===== config.mk =====
export PLATFORM = sky130hd
export DESIGN_NAME = savi_index_min_normalize
export DESIGN_NICKNAME = d
export VERILOG_FILES = /design/src/hdl/simn_pkg.sv /design/src/hdl/simn_front.sv /design/src/hdl/simn_back.sv /design/src/hdl/savi_index_min_normalize.sv
export SDC_FILE = /design/constraint.sdc
export NUM_CORES = 1
export LEC_CHECK = 0
export BUFFER_PORTS_ARGS = -buffer_cell sky130_fd_sc_hd__buf_2
export CORE_UTILIZATION = 50
export DETAILED_ROUTE_END_ITERATION = 12
export PLACE_DENSITY = 0.75
export SYNTH_ARGS = -nofsm -noshare
export SYNTH_HDL_FRONTEND = slang
export SYNTH_SLANG_ARGS = --single-unit

===== constraint.sdc =====
create_clock -name clk -period 7.4 [get_ports clk]
set_input_delay 0.74 -clock clk [delete_from_list [all_inputs] [get_ports clk]]
set_output_delay 0.74 -clock clk [all_outputs]
set_load 0.005 [all_outputs]

===== src/hdl/simn_pkg.sv =====
// ---------------------------------------------------------------------------
// simn_pkg
// Shared types and constants for the SAVI index / frame-minimum hue block.
// ---------------------------------------------------------------------------
package simn_pkg;

  // default fraction bits of the fixed-point index
  localparam int FRAC_BITS_DEF = 16;

  // field widths
  localparam int SAMPLE_W = 8;
  localparam int DEN_W    = 10;   // 2*n + 2*r + 1, at most 1021
  localparam int MAG3_W   = 10;   // 3*|n - r|, at most 765
  localparam int HUE_W    = 8;

  // depth of the queue between front and back
  localparam int QDEPTH = 2;

  // pass codes carried in tuser
  localparam logic MODE_SCAN = 1'b0;
  localparam logic MODE_MAP  = 1'b1;

  localparam logic [HUE_W-1:0] HUE_MAX = {HUE_W{1'b1}};

  // classified pixel, handed from front to back
  typedef struct packed {
    logic              mode;
    logic              first;
    logic              neg;
    logic [MAG3_W-1:0] mag3;
    logic [DEN_W-1:0]  den;
  } simn_item_t;

endpackage


===== src/hdl/simn_front.sv =====
// ---------------------------------------------------------------------------
// simn_front
// Accepts pixel transfers, forms the divider operands and queues them.
// ---------------------------------------------------------------------------
module simn_front (
  input  logic                 clk,
  input  logic                 rst,
  input  logic                 s_tvalid,
  output logic                 s_tready,
  input  logic [15:0]          s_tdata,   // [7:0] nir_sample, [15:8] red_sample
  input  logic [1:0]           s_tuser,   // [0] mode, [1] first_of_frame
  output logic                 q_valid,
  input  logic                 q_ready,
  output simn_pkg::simn_item_t q_item
);

  localparam int PW = (simn_pkg::QDEPTH > 1) ? $clog2(simn_pkg::QDEPTH) : 1;
  localparam int CW = $clog2(simn_pkg::QDEPTH + 1);

  logic [simn_pkg::SAMPLE_W-1:0] nir, red, mag;
  simn_pkg::simn_item_t          item_in;
  simn_pkg::simn_item_t          qmem [simn_pkg::QDEPTH];
  logic [PW-1:0]                 wr_ptr, rd_ptr;
  logic [CW-1:0]                 count;
  logic                          push, pop;

  // classify: sign, 3*|n-r| and 2n+2r+1
  always_comb begin
    nir = s_tdata[7:0];
    red = s_tdata[15:8];
    mag = (nir >= red) ? (nir - red) : (red - nir);
    item_in.mode  = s_tuser[0];
    item_in.first = s_tuser[1];
    item_in.neg   = (nir < red);
    item_in.mag3  = {1'b0, mag, 1'b0} + {2'b00, mag};
    item_in.den   = {1'b0, nir, 1'b1} + {1'b0, red, 1'b0};
  end

  assign s_tready = (count != CW'(simn_pkg::QDEPTH));
  assign q_valid  = (count != '0);
  assign q_item   = qmem[rd_ptr];
  assign push     = s_tvalid && s_tready;
  assign pop      = q_valid && q_ready;

  // queue storage
  always_ff @(posedge clk) begin
    if (push) begin
      qmem[wr_ptr] <= item_in;
    end
  end

  // queue pointers and fill count
  always_ff @(posedge clk) begin
    if (rst) begin
      wr_ptr <= '0;
      rd_ptr <= '0;
      count  <= '0;
    end else begin
      if (push) begin
        wr_ptr <= (wr_ptr == PW'(simn_pkg::QDEPTH - 1)) ? '0 : wr_ptr + 1'b1;
      end
      if (pop) begin
        rd_ptr <= (rd_ptr == PW'(simn_pkg::QDEPTH - 1)) ? '0 : rd_ptr + 1'b1;
      end
      if (push && !pop) begin
        count <= count + 1'b1;
      end else if (pop && !push) begin
        count <= count - 1'b1;
      end
    end
  end

  a_count_bound: assert property (@(posedge clk) disable iff (rst)
    count <= CW'(simn_pkg::QDEPTH))
    else $error("queue count above depth");

  a_count_push: assert property (@(posedge clk) disable iff (rst)
    push && !pop |=> count == $past(count) + 1'b1)
    else $error("queue count missed a push");

  a_full_stall: assert property (@(posedge clk) disable iff (rst)
    count == CW'(simn_pkg::QDEPTH) |-> !push)
    else $error("push into a full queue");

endmodule


===== src/hdl/simn_back.sv =====
// ---------------------------------------------------------------------------
// simn_back
// Restoring divider for the index, frame-minimum tracking and hue output.
// ---------------------------------------------------------------------------
module simn_back #(
  parameter int FRAC_BITS = simn_pkg::FRAC_BITS_DEF
) (
  input  logic                 clk,
  input  logic                 rst,
  input  logic                 q_valid,
  output logic                 q_ready,
  input  simn_pkg::simn_item_t q_item,
  output logic                 m_tvalid,
  input  logic                 m_tready,
  output logic [7:0]           m_tdata,   // [7:0] hue
  output logic [0:0]           m_tuser    // [0] clipped
);

  localparam int QW = FRAC_BITS + 1;         // quotient magnitude
  localparam int IW = FRAC_BITS + 2;         // signed index
  localparam int DW = FRAC_BITS + 3;         // signed difference
  localparam int VW = FRAC_BITS + 12;        // scaled difference
  localparam int CW = $clog2(FRAC_BITS + 1);
  localparam int RW = simn_pkg::DEN_W + 1;   // partial remainder
  localparam logic [IW-1:0] MIN_RESET = {1'b0, {(IW-1){1'b1}}};
  localparam logic [VW-1:0] ROUND_C   = VW'(3) << (FRAC_BITS - 1);

  typedef enum logic [4:0] {
    S_IDLE  = 5'b00001,
    S_DIV   = 5'b00010,
    S_FIN   = 5'b00100,
    S_APPLY = 5'b01000,
    S_HUE   = 5'b10000
  } state_t;

  state_t               state;
  simn_pkg::simn_item_t item;
  logic [RW-1:0]        rem;
  logic [QW-1:0]        quo;
  logic [CW-1:0]        cnt;
  logic [IW-1:0]        idx;
  logic [IW-1:0]        frame_min;
  logic [DW-1:0]        diff;
  logic [IW-1:0]        idx_mag;

  logic                 ge;
  logic [RW-1:0]        r_after;
  logic [VW-1:0]        diff_x, v;
  logic [VW-FRAC_BITS-1:0] raw;
  logic                 over;
  logic [7:0]           hue_val;
  logic                 out_free;

  assign q_ready  = (state == S_IDLE);
  assign out_free = !m_tvalid || m_tready;

  // one quotient bit per cycle
  always_comb begin
    ge      = (rem >= {1'b0, item.den});
    r_after = ge ? (rem - {1'b0, item.den}) : rem;
    idx_mag = {1'b0, quo};
  end

  // hue = floor((255*diff + 1.5*2^F) / 2^F), saturated
  always_comb begin
    diff_x  = {{(VW-DW){diff[DW-1]}}, diff};
    v       = (diff_x << 8) - diff_x + ROUND_C;
    raw     = v[VW-1:FRAC_BITS];
    over    = !v[VW-1] && (raw[VW-FRAC_BITS-1:8] != '0);
    if (v[VW-1]) begin
      hue_val = '0;
    end else if (over) begin
      hue_val = simn_pkg::HUE_MAX;
    end else begin
      hue_val = raw[7:0];
    end
  end

  // sequencer and datapath
  always_ff @(posedge clk) begin
    if (rst) begin
      state     <= S_IDLE;
      frame_min <= MIN_RESET;
    end else begin
      case (state)
        S_IDLE: begin
          if (q_valid) begin
            item  <= q_item;
            rem   <= {1'b0, q_item.mag3};
            cnt   <= CW'(FRAC_BITS);
            state <= S_DIV;
          end
        end
        S_DIV: begin
          quo <= {quo[QW-2:0], ge};
          rem <= {r_after[RW-2:0], 1'b0};
          cnt <= cnt - 1'b1;
          if (cnt == '0) begin
            state <= S_FIN;
          end
        end
        S_FIN: begin
          idx   <= item.neg ? (~idx_mag + 1'b1) : idx_mag;
          state <= S_APPLY;
        end
        S_APPLY: begin
          if (item.mode == simn_pkg::MODE_SCAN) begin
            if (item.first || ($signed(idx) < $signed(frame_min))) begin
              frame_min <= idx;
            end
            state <= S_IDLE;
          end else begin
            diff  <= {idx[IW-1], idx} - {frame_min[IW-1], frame_min};
            state <= S_HUE;
          end
        end
        S_HUE: begin
          if (out_free) begin
            state <= S_IDLE;
          end
        end
        default: begin
          state <= S_IDLE;
        end
      endcase
    end
  end

  // output register
  always_ff @(posedge clk) begin
    if (rst) begin
      m_tvalid <= 1'b0;
    end else if (state == S_HUE && out_free) begin
      m_tvalid <= 1'b1;
    end else if (m_tready) begin
      m_tvalid <= 1'b0;
    end
  end

  always_ff @(posedge clk) begin
    if (state == S_HUE && out_free) begin
      m_tdata <= hue_val;
      m_tuser <= over;
    end
  end

  a_rem_bound: assert property (@(posedge clk) disable iff (rst)
    state == S_DIV |-> rem < {item.den, 1'b0})
    else $error("divider remainder out of range");

  a_clip_sat: assert property (@(posedge clk) disable iff (rst)
    m_tvalid && m_tuser[0] |-> m_tdata == simn_pkg::HUE_MAX)
    else $error("clipped result not saturated");

  a_hue_load: assert property (@(posedge clk) disable iff (rst)
    state == S_HUE && out_free |=> m_tvalid && state == S_IDLE)
    else $error("hue result not loaded");

endmodule


===== src/hdl/savi_index_min_normalize.sv =====
// ---------------------------------------------------------------------------
// savi_index_min_normalize
// SAVI index per pixel, frame-minimum scan pass and hue map pass.
// ---------------------------------------------------------------------------
// A map-pass hue goes through the queue, the back-end states S_IDLE, S_DIV,
// S_FIN, S_APPLY and S_HUE, and the output register. The restoring divider in
// S_DIV gives one quotient bit per cycle; the back end takes no new pixel until
// it is back in S_IDLE, and a two-entry queue takes input while it has room.
// Reset (rst, synchronous) empties the queue, drops the output and loads the
// frame minimum with the most positive index, 2^(FRAC_BITS+1)-1.
module savi_index_min_normalize #(
  parameter int FRAC_BITS = simn_pkg::FRAC_BITS_DEF
) (
  input  logic        clk,
  input  logic        rst,
  input  logic        s_tvalid,
  output logic        s_tready,
  input  logic [15:0] s_tdata,   // [7:0] nir_sample, [15:8] red_sample
  input  logic [1:0]  s_tuser,   // [0] mode, [1] first_of_frame
  output logic        m_tvalid,
  input  logic        m_tready,
  output logic [7:0]  m_tdata,   // [7:0] hue
  output logic [0:0]  m_tuser    // [0] clipped
);

  logic                 q_valid;
  logic                 q_ready;
  simn_pkg::simn_item_t q_item;

  simn_front u_front (
    .clk      (clk),
    .rst      (rst),
    .s_tvalid (s_tvalid),
    .s_tready (s_tready),
    .s_tdata  (s_tdata),
    .s_tuser  (s_tuser),
    .q_valid  (q_valid),
    .q_ready  (q_ready),
    .q_item   (q_item)
  );

  simn_back #(
    .FRAC_BITS (FRAC_BITS)
  ) u_back (
    .clk      (clk),
    .rst      (rst),
    .q_valid  (q_valid),
    .q_ready  (q_ready),
    .q_item   (q_item),
    .m_tvalid (m_tvalid),
    .m_tready (m_tready),
    .m_tdata  (m_tdata),
    .m_tuser  (m_tuser)
  );

endmodule


==> reports/metrics.yaml, run 1 <==
cts:
  ctsResizeCount: 0
  clk_latency_ns: 0.42
  cts_setup_buffers: 0
  numCtsBuffers: 17
  cts_hold_buf: 0
  cts_root_buf: "clkbuf_16"
  clk_pin_slew_ns: 0.06
  clockBufferDepth: 2
  cts_tree: "done"
  h-tree-depth: 4
  cts_sinks: 162
synth:
  ys_types: 60
  syn_area_um2: 9620
  ys_top_cells_by_area: "edfxtp_1 (42%), ha_1 (13%), dfxtp_1 (6.0%)"
  async_reset_ff_share_pct: 0
  ys_seq_elements: 162
  seq_area_frac_synth_pct: 47.5
  syn_avg_cell_area_um2: 10.9
  synth_edf_count: 133
  synth_cells: 879
  synthFlopType: "edfxtp_1"
  synthDominantCellAreaShare_pct: 41.5
  syn_nets: 1005
  yosysTopAreaCell: "edfxtp_1"
  yosys_warnings: 0
die:
  rows: 50
  start_util_pct: 51.3
  die_x_um: 141
  core-area_um2: 18800
  die_area_um2: 19800
  die_h_um: 141
  io_pins: 33
worst_setup_path:
  cp_common_cell: "a21o_1"
  cp_cell_sequence: "buf_2 -> inv_1 -> ha_1 -> inv_1 -> fa_1 -> a21o_1 -> a211o_1 -> a21o_1 -> mux2_2 -> nand2_1 -> a21oi_1 -> nor2b_1 -> xnor2_1 -> ha_1 -> a21o_1 -> a41oi_2 -> o21ai_1 -> xor2_1"
  arrival_ns: 4.21
  cp_max_fo: 12
  reg2reg_slack_ns: 4.10
  max_stage_delay_ns: 0.39
  cp.required_ns: 7.56
  endpoint_kind: "flop"
  path_class: "in -> reg"
  cp_slowest_cell: "fa_1"
  cp-start-kind: "input port"
power:
  leakagePower_nw: 4.47
  ir_drop_mv: 0.122
  p_per_area_nw_per_um2: 275
placement:
  routabilityCongestion: 0.855
  hpwl_mm: 11.6
  io_buffers: 32
  placed_cell_area_um2: 10000
timing:
  max_freq_mhz: 247
  fin_worst_skew_ns: 0.00836
  finalSetupTns_ns: 0
  fin_crit_sh_pct: 54.8
  period_minus_slack_ns: 4.05
  max-slew-margin-rel_pct: 21.9
  hold_violations: 0
  rsz0062_at_grt: "no"
  worstMarginPinSlew_ns: 1.17
  finalSetupViolCount: 0
  slew_viol_final: 0
layout:
  syn_to_final_growth_pct: 10.0
  antenna_cells_inserted: 0
  utilization_pct: 56.4
  drive_gt1_share_pct: 10.8
  layout.nets: 1045
  fillCellCount: 1571
  fin_area_um2: 10600
  regArea_um2: 4570
  multiInputGateArea_um2: 4640
detailed_routing:
  drt-pass1-iter-count: 5
  drtIter0Drc: 250
  drt-vias-per-instance: 5.31
  wirelength_mm: 16.0
  ant_nets: 0
  drt-wirelength-per-cell_um: 13.7
  drc: 0
  vias: 6189
global_routing:
  grt_pass1_vias: 6027
  antenna_found_initial: 0
  overflow: 0
  gr-usage-all-layers_pct: 17.0
  grt_pass1_wl_mm: 27.0
  grt_max_degree: 51
run:
  cap_violations: 0
status:
  status: "completed"
worst_hold_path:
  hp-class: "reg -> reg"
metrics by stage:
| step | hold slack (ns) | std cells | worst slack (ns) | power [W] |
|---|---|---|---|---|
| after detailed placement | 0.452 | 1134 | 2.89 | 0.00213 |
| after global routing | 0.495 | 1166 | 3.10 | 0.00307 |
| after CTS | 0.467 | 1166 | 3.34 | 0.00293 |
| after floorplan | 0.443 | 879 | 3.51 | 0.00194 |
| final | 0.470 | 1166 | 3.35 | 0.00291 |
| after global placement | 0.453 | 1134 | 3.01 | 0.00209 |
critical path: cells and delay by family:
| kind | cells | cell delay (ns) |
|---|---|---|
| multiplexers | 1 | 0.34 |
| XOR/XNOR | 2 | 0.31 |
| AO/OA/AOI/OAI | 7 | 1.54 |
| buffers and inverters | 3 | 0.21 |
| AND/OR/NAND/NOR | 2 | 0.14 |
| adder cells (fa/ha/maj) | 3 | 0.92 |
cell type report:
class	instances	share of cell area, %
Tap cell	234	2.77
Multi-Input combinational cell	610	43.8
Clock buffer	18	4.05
Timing Repair Buffer	39	2.01
Inverter	89	3.16
Clock inverter	14	1.02
Sequential cell	162	43.2
placed cells by master, fill, tap and decap left out, types with 4 or more instances in the layout:
cell	n
nor3_1	7
nand4_1	4
ha_1	98
o21bai_1	10
o31ai_1	8
nand3_1	11
nor2_1	79
inv_1	89
o21ai_0	43
buf_4	7
and3_1	4
xnor2_1	51
buf_2	32
or3_1	6
mux2_2	22
clkinv_4	4
a31oi_1	6
nand2b_1	12
nor2b_1	13
edfxtp_1	133
xor2_1	18
fa_1	6
or4_1	4
a21oi_1	49
a21o_1	14
nor3b_1	4
mux2i_1	34
dfxtp_1	29
clkbuf_16	17
o21a_1	8
nand2_1	51
report_power, final:
part | internal [W] | leakage (nW) | total (W) | switching [W]
combinational | 0.000371 | 2.76 | 0.000845 | 0.000475
sequential | 0.00120 | 1.45 | 0.00127 | 0.0000683
clock | 0.000432 | 0.254 | 0.000793 | 0.000360
cell usage after synthesis, drive strengths merged, types with 10 or more instances:
master  count
a21oi      49
o21ai      46
nor2b      13
edfxtp    133
inv        89
a21o       14
xor2       18
mux2i      35
nand2b     12
ha         98
o21bai     10
nand3      11
mux2       22
clkbuf     10
nand2      51
dfxtp      29
xnor2      51
nor2       80
cells by family (layout without fill, tap and decap cells):
logic type | Yosys count | count (layout) | synth area share, %
compound gates | 169 | 169 | 11.1
xor+xnor | 69 | 69 | 6.28
fa+ha+maj | 104 | 104 | 14.0
buf+inv | 107 | 160 | 4.42
flops | 162 | 162 | 47.5
mux | 57 | 57 | 6.25
simple gates | 211 | 211 | 10.4
flip-flops by register name (all words and copies together) (netlist names), 2 cells and up, named ones only:
name,flops
u_back.item,12
u_back.idx,18
u_back.m_tdata,8
u_back.cnt,5
u_front.qmem,42
u_back.frame_min,18
u_back.rem,11
u_back.diff,19
u_front.count,2
u_back.state,5
u_back.quo,17
layer usage:
metal / wire length (um) / part of all wire [%] / track usage, % / vias up
met4: 208 / 1.3 / 5.95 / 0
met1: 7740 / 48 / 21.5 / 2905
met3: 410 / 2.6 / 3.53 / 15
met5: 0 / 0 / 0 / -
li1: - / - / - / 3202
met2: 7640 / 48 / 29.1 / 67
path summary, 6_finish.rpt:
check / from / to / depth (start not counted)
worst max-delay path: s_tdata[0] / u_front.qmem[1][18] / 18
worst min-delay path: u_back.quo[1] / u_back.quo[2] / 0
worst min register to register: u_back.quo[1] / u_back.quo[2] / 0
worst max register to register: u_back.diff[9] / u_back.m_tdata[5] / 12
Power figures use the tool's default switching activity.
==> inputs of run 2 (changes only) <==
ABC_AREA = 1   (was not set)
clock period = 4.1 ns   (was 7.4 ns; I/O delays follow)
==> run 2 against run 1 <==
Sequential power rose by 81%. Routed wire length rose by 17%. Global-route usage rose by 1.8 points. Largest cell class unchanged. Clock power rose by 94%. Utilization fell by 0.48 points. Sequential cell count did not move. Final area rose by 6.9%. Register-to-register slack got worse by 2.9 ns.
==> reports/metrics.yaml, run 2 <==
worst_hold_path:
  hp-class: "in -> reg"  # was reg -> reg
  worstHoldPathCells: 1  # was 0
  hp-start: "s_tuser[0]"  # was u_back.quo[1]
  hold_end: "u_front.qmem[1][22]"  # was u_back.quo[2]
placement:
  routabilityCongestion: 0.890  # was 0.855
  hpwl_mm: 14.2  # was 11.6 mm
  dp_slack_ns: 0.469  # was 2.89 ns
  placed_cell_area_um2: 10700  # was 10,000 um2
  io_buffers: 32  # unchanged
layout:
  top_register: "u_front.qmem"  # unchanged
  mostFrequentLayoutCells: "nand2_1 (177), inv_1 (166), edfxtp_1 (133)"  # was edfxtp_1 (133), ha_1 (98), inv_1 (89)
  antenna_cells_inserted: 0  # unchanged
  layout.nets: 1271  # was 1,045
  fin_area_um2: 11300  # was 10,600 um2
  syn_to_final_growth_pct: 9.66  # was 10.0%
  final_common_cell: "nand2_1"  # was edfxtp_1
  largest_reg_flops: 42  # unchanged
  drive_gt1_share_pct: 11.5  # was 10.8%
  reg_top3: "u_front.qmem: 42 flops, u_back.diff: 19 flops"  # unchanged
  fillCellCount: 1738  # was 1,571
global_routing:
  antenna_found_initial: 0  # unchanged
  grt_pass1_wl_mm: 32.2  # was 27.0 mm
  grt_max_degree: 24  # was 51
  gr-usage-all-layers_pct: 18.8  # was 17.0%
  grt_pass1_vias: 7125  # was 6,027
  overflow: 0  # unchanged
worst_setup_path:
  cp_common_cell: "nand2_1"  # was a21o_1
  cp_slowest_cell: "ha_1"  # was fa_1
  cp-start-kind: "input port"  # unchanged
  cp_max_fo: 12  # unchanged
  endpoint_kind: "flop"  # unchanged
  arrival_ns: 3.41  # was 4.21 ns
  cp.required_ns: 4.28  # was 7.56 ns
  ff2ff_path_depth: 12  # unchanged
  r2r_end: "u_back.frame_min[5]"  # was u_back.m_tdata[5]
  r2r_start: "u_back.idx[4]"  # was u_back.diff[9]
  max_stage_delay_ns: 0.50  # was 0.39 ns
  cp_cell_sequence: "buf_2 -> inv_1 -> ha_1 -> nand2_1 -> nor2_4 -> nand2_4 -> nand3_4 -> inv_2 -> nand2_1 -> a21oi_1 -> a211oi_1 -> xor2_1 -> inv_1 -> ha_1 -> a21oi_1 -> a21boi_1 -> nand2_1 -> nand2_1 -> nand2_1"  # was buf_2 -> inv_1 -> ha_1 -> inv_1 -> fa_1 -> a21o_1 -> a211o_1 -> a21o_1 -> mux2_2 -> nand2_1 -> a21oi_1 -> nor2b_1 -> xnor2_1 -> ha_1 -> a21o_1 -> a41oi_2 -> o21ai_1 -> xor2_1
  path_class: "in -> reg"  # unchanged
  reg2reg_slack_ns: 1.16  # was 4.10 ns
cts:
  clockBufferDepth: 2  # unchanged
  cts_setup_buffers: 0  # unchanged
  cts_hold_buf: 0  # unchanged
  ctsResizeCount: 0  # unchanged
  cts_tree: "done"  # unchanged
  cts_sinks: 162  # unchanged
  clk_pin_slew_ns: 0.07  # was 0.06 ns
  clk_latency_ns: 0.43  # was 0.42 ns
  h-tree-depth: 4  # unchanged
  numCtsBuffers: 17  # unchanged
  cts_root_buf: "clkbuf_16"  # unchanged
synth:
  yosys_warnings: 0  # unchanged
  yosysTopAreaCell: "edfxtp_1"  # unchanged
  ys_seq_elements: 162  # unchanged
  syn_nets: 1234  # was 1,005
  syn_avg_cell_area_um2: 9.31  # was 10.9 um2
  syn_area_um2: 10300  # was 9620 um2
  synth_commonest_cells: "nand2_1 (177), inv_1 (166), edfxtp_1 (133)"  # was edfxtp_1 (133), ha_1 (98), inv_1 (89)
  seq_area_frac_synth_pct: 44.3  # was 47.5%
  synth_cells: 1108  # was 879
  synthDominantCellAreaShare_pct: 38.7  # was 41.5%
  async_reset_ff_share_pct: 0  # unchanged
  ys_types: 51  # was 60
  synthFlopType: "edfxtp_1"  # unchanged
  synth_edf_count: 133  # unchanged
  ys_top_cells_by_area: "edfxtp_1 (39%), ha_1 (12%), nand2_1 (6.4%)"  # was edfxtp_1 (42%), ha_1 (13%), dfxtp_1 (6.0%)
  yosysMostFrequentCell: "nand2_1"  # was edfxtp_1
run:
  cap_violations: 0  # unchanged
status:
  status: "completed"  # unchanged
timing:
  worstMarginPinSlew_ns: 1.15  # was 1.17 ns
  max_freq_mhz: 309
  fin_ws_ns: 0.866  # was 3.35 ns
  period_minus_slack_ns: 3.23
  rsz0062_at_grt: "no"  # unchanged
  finalSetupViolCount: 0  # unchanged
  max-slew-margin-rel_pct: 23.1  # was 21.9%
  hold_violations: 0  # unchanged
  timing.hold.ws_ns: 0.164  # was 0.470 ns
  finalSetupTns_ns: 0  # unchanged
  fin_worst_skew_ns: 0.00937  # was 0.00836 ns
  slew_viol_final: 0  # unchanged
  fin_crit_sh_pct: 78.9
detailed_routing:
  ant_nets: 0  # unchanged
  drt-wirelength-per-cell_um: 13.1  # was 13.7 um
  drc: 0  # unchanged
  drt-vias-per-instance: 5.19  # was 5.31
  wirelength_mm: 18.7  # was 16.0 mm
  drt-pass1-iter-count: 4  # was 5
  drtIter0Drc: 431  # was 250
  vias: 7414  # was 6,189
die:
  start_util_pct: 51.0  # was 51.3%
  core-area_um2: 20200  # was 18,800 um2
  die_area_um2: 21200  # was 19,800 um2
  die_x_um: 146  # was 141 um
  rows: 52  # was 50
  die_h_um: 146  # was 141 um
  io_pins: 33  # unchanged
power:
  total_power_w: 0.00542  # was 0.00291 W
  p_per_area_nw_per_um2: 479  # was 275 nW/um2
  ir_drop_mv: 0.219  # was 0.122 mV
  leakagePower_nw: 5.22  # was 4.47 nW
## run 2: cell count changes after synthesis, sizes merged, moves of 7 or more
cell    change
a21oi      +25
inv        +81
mux2        -9
mux2i      -27
nand2     +151
nand2b     -12
nand3      +63
nand4       +9
nor2b      -13
nor4        +7
xnor2      -34
xor2       +29
## run 2: critical path, delay by kind of cell
family	cells	cell delay [ns]
XOR/XNOR	1	0.17
AO/OA/AOI/OAI	4	0.76
adder cells (fa/ha/maj)	2	0.86
AND/OR/NAND/NOR	8	0.89
buffers and inverters	4	0.33
## run 2: worst max path at each step
stage / end / slack [ns] / depth (start not counted) / from
6_report: u_front.qmem[0][16] / 0.87 / 19 / s_tdata[5]
5_1_grt: u_front.qmem[1][16] / 0.46 / 19 / s_tdata[5]
4_1_cts: u_front.qmem[1][16] / 0.92 / 19 / s_tdata[5]
3_5_place_dp: u_front.qmem[1][16] / 0.47 / 19 / s_tdata[5]
3_3_place_gp: u_front.qmem[0][18] / 0.62 / 20 / s_tdata[5]
2_1_floorplan: u_front.qmem[0][18] / 0.94 / 21 / s_tdata[0]
## run 2: cell type report
class                   count  area [um2]  area share, %
inverters                 170         638           5.64
multi-input cells         755        4980           44.0
flip-flops and latches    162        4570           40.4
clock inverters            15         149           1.32
clock buffers              17         425           3.76
repair buffers             39         213           1.88
well taps                 270         338           2.99
## run 2: report_power, final
group          leakage [nW]  switching [W]  internal [W]
clock network         0.271       0.000686      0.000852
logic                  3.50       0.000971      0.000614
registers              1.45       0.000154       0.00215
## run 2: layer usage
| metal | part of all wire (%) | global-route usage, % | wire [um] |
|---|---|---|---|
| met1 | 45 | 23.1 | 8520 |
| met2 | 49 | 32.3 | 9250 |
| met3 | 3.2 | 3.79 | 592 |
| met4 | 2.0 | 7.47 | 384 |
| met5 | 0 | 0 | 0 |
## run 2: stage by stage
| stage | cells | utilization, % |
|---|---|---|
| 6_report | 1428 | 55.9 |
| 5_1_grt | 1428 | 55.9 |
| 4_1_cts | 1428 | 55.9 |
| 3_5_place_dp | 1396 | 53.1 |
| 3_3_place_gp | 1396 | 53.1 |
| 2_1_floorplan | 1108 | - |
## run 2: kinds of logic after synthesis
| family | Yosys count | share of synthesized area [%] |
|---|---|---|
| flops | 162 | 44.3 |
| xor+xnor | 64 | 5.43 |
| compound gates | 164 | 9.32 |
| simple gates | 402 | 18.2 |
| buf+inv | 191 | 7.52 |
| fa+ha+maj | 104 | 13.0 |
| mux | 21 | 2.19 |
